File: src/csie_pkg.sv
// Shared constants and types for the checked SSA integer evaluator.
// No dependencies.
package csie_pkg;
	localparam int SLOT_COUNT = 256;
	localparam int SLOT_W = $clog2(SLOT_COUNT);
	localparam int POS_W = $clog2(SLOT_COUNT + 1);

	localparam logic [2:0] OP_CONST = 3'd0;
	localparam logic [2:0] OP_ADD = 3'd1;
	localparam logic [2:0] OP_SUB = 3'd2;
	localparam logic [2:0] OP_MUL = 3'd3;
	localparam logic [2:0] OP_REM = 3'd4;
	localparam logic [2:0] OP_NEG = 3'd5;
	localparam logic [2:0] OP_RET = 3'd6;
	localparam logic [2:0] OP_BAD = 3'd7;

	localparam logic [1:0] FLT_NONE = 2'd0;
	localparam logic [1:0] FLT_OVF = 2'd1;
	localparam logic [1:0] FLT_NEG = 2'd2;
	localparam logic [1:0] FLT_DIV0 = 2'd3;

	localparam logic [2:0] ST_OK = 3'd0;
	localparam logic [2:0] ST_INVALID = 3'd4;

	typedef struct packed {
		logic start;
		logic [2:0] op;
	} alu_req_t;

	typedef struct packed {
		logic done;
		logic [1:0] fault;
	} alu_rsp_t;
endpackage

File: src/csie_alu.sv
// Checked 64-bit arithmetic unit: add/sub/neg in one step, mul and rem
// bit-serial over one shared 66-bit adder. Depends on csie_pkg.
module csie_alu (
	input logic clk,
	input logic arst_n,
	input csie_pkg::alu_req_t req,
	input logic [63:0] a,
	input logic [63:0] b,
	output csie_pkg::alu_rsp_t rsp,
	output logic [63:0] result
);
	import csie_pkg::*;

	typedef enum logic [3:0] {
		U_IDLE = 4'b0001,
		U_MUL = 4'b0010,
		U_REM = 4'b0100,
		U_FIN = 4'b1000
	} ustate_t;

	ustate_t state_q;
	logic [5:0] cnt_q;
	logic [127:0] p_q;
	logic [63:0] ua_q, ub_q, res_q;
	logic a_neg_q, neg_q, is_mul_q, done_q;
	logic [1:0] fault_q;

	logic [63:0] mag_a, mag_b, sum_ab, dif_ab, limit;
	logic [64:0] op_x, op_y, rem_t;
	logic [65:0] sum;
	logic cin, mul_ovf;

	assign mag_a = a[63] ? 64'd0 - a : a;
	assign mag_b = b[63] ? 64'd0 - b : b;
	assign sum_ab = a + b;
	assign dif_ab = a - b;
	assign limit = neg_q ? 64'h8000_0000_0000_0000 : 64'h7FFF_FFFF_FFFF_FFFF;
	assign mul_ovf = (|p_q[127:64]) || (p_q[63:0] > limit);

	// shared adder: accumulate for mul, trial subtract for rem
	assign rem_t = {p_q[127:64], p_q[63]};
	always_comb begin
		if (state_q == U_MUL) begin
			op_x = {1'b0, p_q[127:64]};
			op_y = p_q[0] ? {1'b0, ua_q} : 65'd0;
			cin = 1'b0;
		end else begin
			op_x = rem_t;
			op_y = ~{1'b0, ub_q};
			cin = 1'b1;
		end
	end
	assign sum = {1'b0, op_x} + {1'b0, op_y} + {65'd0, cin};

	always_ff @(posedge clk or negedge arst_n) begin
		if (!arst_n) begin
			state_q <= U_IDLE;
			done_q <= 1'b0;
			cnt_q <= '0;
		end else begin
			done_q <= 1'b0;
			unique case (state_q)
				U_IDLE: begin
					if (req.start) begin
						a_neg_q <= a[63];
						neg_q <= a[63] ^ b[63];
						ua_q <= mag_a;
						ub_q <= mag_b;
						cnt_q <= '0;
						fault_q <= FLT_NONE;
						res_q <= '0;
						case (req.op)
							OP_ADD: begin
								if (a[63] == b[63] && sum_ab[63] != a[63])
									fault_q <= FLT_OVF;
								else
									res_q <= sum_ab;
								done_q <= 1'b1;
							end
							OP_SUB: begin
								if (a[63] != b[63] && dif_ab[63] != a[63])
									fault_q <= FLT_OVF;
								else
									res_q <= dif_ab;
								done_q <= 1'b1;
							end
							OP_NEG: begin
								if (a == 64'h8000_0000_0000_0000)
									fault_q <= FLT_NEG;
								else
									res_q <= 64'd0 - a;
								done_q <= 1'b1;
							end
							OP_MUL: begin
								p_q <= {64'd0, mag_b};
								is_mul_q <= 1'b1;
								state_q <= U_MUL;
							end
							OP_REM: begin
								if (b == 64'd0) begin
									fault_q <= FLT_DIV0;
									done_q <= 1'b1;
								end else begin
									p_q <= {64'd0, mag_a};
									is_mul_q <= 1'b0;
									state_q <= U_REM;
								end
							end
							default: done_q <= 1'b1;
						endcase
					end
				end
				U_MUL: begin
					p_q <= {sum[64:0], p_q[63:1]};
					cnt_q <= cnt_q + 6'd1;
					if (cnt_q == 6'd63) state_q <= U_FIN;
				end
				U_REM: begin
					p_q[127:64] <= sum[65] ? sum[63:0] : rem_t[63:0];
					p_q[63:0] <= {p_q[62:0], 1'b0};
					cnt_q <= cnt_q + 6'd1;
					if (cnt_q == 6'd63) state_q <= U_FIN;
				end
				U_FIN: begin
					if (is_mul_q) begin
						if (mul_ovf) fault_q <= FLT_OVF;
						else res_q <= neg_q ? 64'd0 - p_q[63:0] : p_q[63:0];
					end else begin
						res_q <= a_neg_q ? 64'd0 - p_q[127:64] : p_q[127:64];
					end
					done_q <= 1'b1;
					state_q <= U_IDLE;
				end
				default: state_q <= U_IDLE;
			endcase
		end
	end

	assign rsp.done = done_q;
	assign rsp.fault = fault_q;
	assign result = res_q;
endmodule

File: config.mk
export PLATFORM = sky130hd
export DESIGN_NAME = csie_alu
export DESIGN_NICKNAME = d
export VERILOG_FILES = /design/src/csie_pkg.sv /design/src/csie_alu.sv
export SDC_FILE = /design/constraint.sdc
export NUM_CORES = 2
export LEC_CHECK = 0
export BUFFER_PORTS_ARGS = -buffer_cell sky130_fd_sc_hd__buf_2
export CAP_MARGIN = 10
export CORE_UTILIZATION = 64
export DETAILED_ROUTE_END_ITERATION = 8
export PLACE_DENSITY = 0.81
export SETUP_SLACK_MARGIN = 0.02
export SLEW_MARGIN = 20
export SYNTH_ARGS = -nofsm -noshare
export SYNTH_HDL_FRONTEND = slang
export SYNTH_SLANG_ARGS = --single-unit
File: constraint.sdc
create_clock -name clk -period 9.2 [get_ports clk]
set_clock_uncertainty 0.15 [all_clocks]
set_input_delay 1.38 -clock clk [delete_from_list [all_inputs] [get_ports clk]]
set_output_delay 1.38 -clock clk [all_outputs]
set_load 0.03 [all_outputs]
# After elaboration in Yosys (flattened, before gate mapping)

Cells that the tools add are included.

Flip-flop bits (word level): 336
Output and inout bits: 67
Word-level logic and storage cells: 107
Input port bits: 134

$lt $le $gt $ge: 1
Bitwise operators: 2
Add/sub/neg operators: 9
Reduce and logical (&&, ||, !) cells: 17
Equal/unequal tests: 23
Multiplexer cells: 44

Operators with widths:

| kind                                              | number |
|---|---|
| 2-to-1 mux 64 bit                                 | 13 |
| case mux 128 bit (3 select lines)                 | 1 |
| 2-to-1 mux 128 bit                                | 2 |
| case mux 128 bit (2 select lines)                 | 1 |
| subtractor 1 x 64 -> 64 bit, first input constant | 4 |
| case mux 64 bit (3 select lines)                  | 1 |
| 2-to-1 mux 65 bit                                 | 2 |
| case mux 64 bit (2 select lines)                  | 1 |
| adder 65 x 65 -> 66 bit                           | 1 |
| adder 66 x 1 -> 66 bit                            | 1 |
| inverter 64 -> 65 bit                             | 1 |
| adder 64 bit                                      | 1 |
| equality test 64 bit, second input constant       | 1 |
| > comparator 64 bit                               | 1 |
| zero test 64 bit                                  | 1 |
| OR reduction 64 bit                               | 1 |
| subtractor 64 bit                                 | 1 |
| case mux 4 bit (2 select lines)                   | 2 |
| AND reduction 5 bit                               | 3 |
| 2-to-1 mux 4 bit                                  | 3 |
| case mux 6 bit (2 select lines)                   | 1 |
| 2-to-1 mux 2 bit                                  | 5 |
| inequality test 2 bit, second input constant      | 4 |
| case mux 2 bit (4 select lines)                   | 1 |
| 27 further kinds                                  | 43 |

# Longest topological paths before layout

Depth after elaboration: 7
Mapped depth: 22
Mapped depth without buffers: 18

# Worst setup path after synthesis

No wires, ideal clock.

Path type: input port to flip-flop
Start: in b[1]
End: reg p_q[0], enable pin
Library setup time: 0.617 ns
Path slack: 0.645 ns
Stages: 10
Data arrival time: 7.788 ns
Path buffers: 1
Data required time: 8.433 ns
Cell sequence: inv_1 ha_1 nand4_1 or4_1 clkbuf_1 nor3_1 nand2_1 a22o_1 a31oi_1 nor2_1

Cells in the longest elaborated chain, start to end: 3

RTL lines:

| element                                | line            | source |
|---|---|---|
| start, declared                        | csie_alu.sv:8   | `input logic [63:0] b,` |
| zero test 64 bit                       | csie_alu.sv:100 | `if (b == 64'd0) begin` |
| inequality test 3 bit (no source line) | -               |  |
| AND reduction 5 bit (no source line)   | -               |  |
| end signal, assigned                   | csie_alu.sv:95  | `p_q <= {64'd0, mag_b};` |
| end signal, assigned                   | csie_alu.sv:104 | `p_q <= {64'd0, mag_a};` |
| end signal, assigned                   | csie_alu.sv:114 | `p_q <= {sum[64:0], p_q[63:1]};` |
| end, declared                          | csie_alu.sv:23  | `logic [127:0] p_q;` |

Every way passes these cells.
A chain may end at the register's enable or synchronous reset.

# Final worst setup path

Start: reg state_q[2]
End: reg p_q[124] (data pin)

Cells in the longest elaborated chain, start to end: 6
Elaborated cells on any way between the ends: 10
Those cells by class: add/sub: 2; eq/ne: 3; mux: 5

RTL lines:

| element                               | line                           | source |
|---|---|---|
| start, declared                       | csie_alu.sv:21                 | `ustate_t state_q;` |
| start signal, assigned                | csie_alu.sv:57                 | `state_q <= U_IDLE;` |
| start signal, assigned                | csie_alu.sv:97                 | `state_q <= U_MUL;` |
| start signal, assigned                | csie_alu.sv:106                | `state_q <= U_REM;` |
| equality test 4 x 2 -> 1 bit          | csie_alu.sv:43, csie_alu.sv:62 |  |
| 2-to-1 mux 65 bit                     | csie_alu.sv:43                 | `if (state_q == U_MUL) begin` |
| adder 65 x 65 -> 66 bit               | csie_alu.sv:53                 | `assign sum = {1'b0, op_x} + {1'b0, op_y} + {65'd0, cin};` |
| adder 66 x 1 -> 66 bit                | csie_alu.sv:53                 |  |
| 2-to-1 mux 64 bit                     | csie_alu.sv:119                | `p_q[127:64] <= sum[65] ? sum[63:0] : rem_t[63:0];` |
| case mux 128 bit (3 select lines) (*) | csie_alu.sv:62                 | `unique case (state_q)` |
| end signal, assigned                  | csie_alu.sv:95                 |  |
| end signal, assigned                  | csie_alu.sv:114                |  |
| end signal, assigned                  | csie_alu.sv:119                |  |

Every way passes the cells marked *; elsewhere a longest branch is shown, timed or not.

==> impl_metrics.yaml <==
final_layout:
  nets: 4789
  fillCellCount: 4671
  final_layout_size_suffix_gt1_share_pct: 8.84
  final_core_util_pct: 69.6
  multi_input_area_um2: 24000
  synthToLayoutAreaGrowth_pct: 7.39
  seq_area_um2: 10000
floorplan:
  core_region_area_um2: 55100
  start_util_pct: 64.8
  num_io_pins: 201
  die_w_um: 238
  rows: 86
  die_h_um: 238
  die_area_um2: 56700
cts:
  worstSkewPairLatency_ns: 0.60
  post_cts_resized: 0
  cts-root-buf: "clkbuf_16"
  htree_levels: 2
  cts.sinks: 336
  cts_tree: "yes"
  clk_pin_slew_worst_paths_ns: 0.06
  cts-hold-fix-buffers: 0
  numCtsBuffers: 42
  clock_path_buffers: 3
  post_cts_buffers: 0
critical_path:
  rrSetupSlack_ns: 2.61
  worst-setup-path-type: "flip-flop to flip-flop"
  crit_arrival_ns: 6.87
  worstReg2RegEnd: "p_q[124]"
  cp-end-kind: "flip-flop"
  r2r_start: "state_q[2]"
  required_ns: 9.48
  worstSetupStartpointType: "flip-flop"
  crit_fanout: 147
  r2r_cells: 17
min_path:
  hold_class: "flip-flop to flip-flop"
  whs_path_depth: 1
  worstHoldStart: "cnt_q[0]"
  hold_path_end: "cnt_q[0]"
synth:
  synth_area_um2: 35700
  synth.area.mux_share_pct: 2.88
  syn_area_per_cell_um2: 8.14
  synth_top_family_by_area: "compound AO/OA/AOI/OAI gates"
  synth_fa_ha_area_share_pct: 9.33
  synth_compound_area_share_pct: 25.9
  syn_nets: 4787
  ys_seq_elements: 336
  ys_seq_area_share_pct: 28.1
  yosys.area_share.simple_pct: 19.0
  syn_inst: 4389
  async_flop_share_pct: 3.27
  yosys_warnings: 0
  ys.flop_type: "edfxtp_1"
  synthDistinctLibCells: 88
  synthXorXnorAreaFrac_pct: 9.86
  synth_edf_count: 325
sta:
  setup_tns_ns: 0
  slew_headroom_pct: 23.3
  fmax_mhz: 152
  finalHoldViolCount: 0
  worst_slew_pin_slew_ns: 1.15
  rsz0062_at_grt: "no"
  min_period_over_period_pct: 71.7
  finalSetupViolations: 0
  period_minus_slack_ns: 6.59
  drv_slew: 0
  fin_hold_ws_ns: 0.393
drt:
  post-route-drc-count: 0
  first_pass_iters: 9
  wl_per_cell_um: 25.7
  wl_mm: 133
  num_vias: 36600
  drt_iter0_drc: 5561
  postRouteAntennaNets: 0
  routed_via_density: 7.07
placement:
  dp_hpwl_mm: 100
  io_buffer_count: 200
  gp_congestion: 1.07
pwr:
  p_leak_nw: 14.7
  ir_drop_mv: 0.134
  powerDensity_nw_per_um2: 184
global_route:
  grt_pass1_vias: 32900
  grt_max_degree: 151
  grt_overflow: 0
  grt_use_total_pct: 45.2
  grt_pass1_wl_mm: 197
  antenna_found_initial: 8
outcome:
  status: "complete, no violations"
job:
  drv_cap: 0
## placed cells by master, fill, tap and decap left out, drive strengths merged, types with 62 or more instances in the layout
master,count
buf,241
nand3,150
or3,63
nor3,91
xor2,123
ha,260
nand2,430
xnor2,279
a21o,77
a21oi,276
nor2,332
o31ai,79
edfxtp,325
o21ai,413
o22ai,62
inv,181
mux2i,96
## Yosys cell counts (50+ instances only)
cell type  count  area share, %
a21o_1        77            1.6
a21oi_1      276            3.9
a22oi_1       58            1.2
clkbuf_1     258            2.7
edfxtp_1     325             27
ha_1         260            9.1
inv_1        177            1.9
mux2i_1       96            2.7
nand2_1      430            4.5
nand2b_1      53           0.93
nand3_1      150            2.1
nand4_1       58            1.0
nor2_1       332            3.5
nor2b_1       50           0.88
nor3_1        91            1.3
nor4_1        52           0.91
o21ai_0      409            5.7
o22ai_1       62            1.1
o31ai_1       79            1.7
or3_1         59            1.0
xnor2_1      279            6.8
xor2_1       123            3.0
## through the flow
step	area (µm²)	setup WS [ns]	power, W	std cells
after floorplan	35700	0.645	0.00444	4389
after global placement	37000	2.50	0.00525	5094
after detailed placement	37000	2.42	0.00529	5095
after CTS	38300	2.84	0.00696	5171
after global routing	38300	2.39	0.00740	5174
final	38300	2.61	0.00707	5174
## area by class of cell
cell class              count  area share [%]
diodes                      3          0.0196
inverters                 180            1.77
well taps                 748            2.44
repair buffers            241            3.56
multi-input cells        3590            62.5
clock buffers              47            2.85
clock inverters            29           0.662
flip-flops and latches    336            26.2
## sequential cells by signal, summed over array words and instances, names as in the netlist
register / count
result: 64
ua_q: 64
done_q: 1
cnt_q: 6
ub_q: 64
is_mul_q: 1
state_q: 4
neg_q: 1
a_neg_q: 1
p_q: 128
fault_q: 2
## layer usage
| layer | vias up | share of wire, % | GRT usage, % |
|---|---|---|---|
| met2 | 2613 | 39 | 61.9 |
| met4 | 10 | 4.0 | 15.6 |
| met1 | 17200 | 40 | 65.7 |
| met3 | 335 | 17 | 15.4 |
| met5 | - | 0.043 | 0 |
| li1 | 16400 | - | - |
## worst max-delay path by stage
stage / start / endpoint / cells past startpoint
5_1_grt: state_q[2] / p_q[124] / 17
2_1_floorplan: b[1] / p_q[0] / 10
6_report: state_q[2] / p_q[124] / 17
3_3_place_gp: a[14] / result[61] / 12
3_5_place_dp: a[14] / result[61] / 12
4_1_cts: state_q[2] / p_q[124] / 18
## worst max-delay path, cell delays in order, from the launching register on
cell,delay [ns]
dfrtp_1,0.46
nor4b_2,0.69
buf_12,0.54
o21ai_0,0.39
fa_1,0.50
inv_1,0.09
fa_1,0.23
nor2b_1,0.08
o31a_1,0.27
o41ai_1,0.72
a211oi_1,0.25
a21oi_1,0.34
o21ai_0,0.31
a31o_2,0.35
a21oi_1,0.32
mux2i_1,0.27
nand3_1,0.12
o221ai_1,0.20
## where the power goes
group | total, W | switching (W) | internal [W]
combinational | 0.00333 | 0.00216 | 0.00118
sequential | 0.00207 | 0.000143 | 0.00193
clock | 0.00167 | 0.000749 | 0.000922
total | 0.00707 | 0.00305 | 0.00403
## cell families after synthesis
kind of cell | Yosys count
mux | 102
simple gates | 1406
compound gates | 1416
buf+inv | 463
flops | 336
fa+ha+maj | 264
xor+xnor | 402
Note: power is estimated with default switching activity, not from simulation.
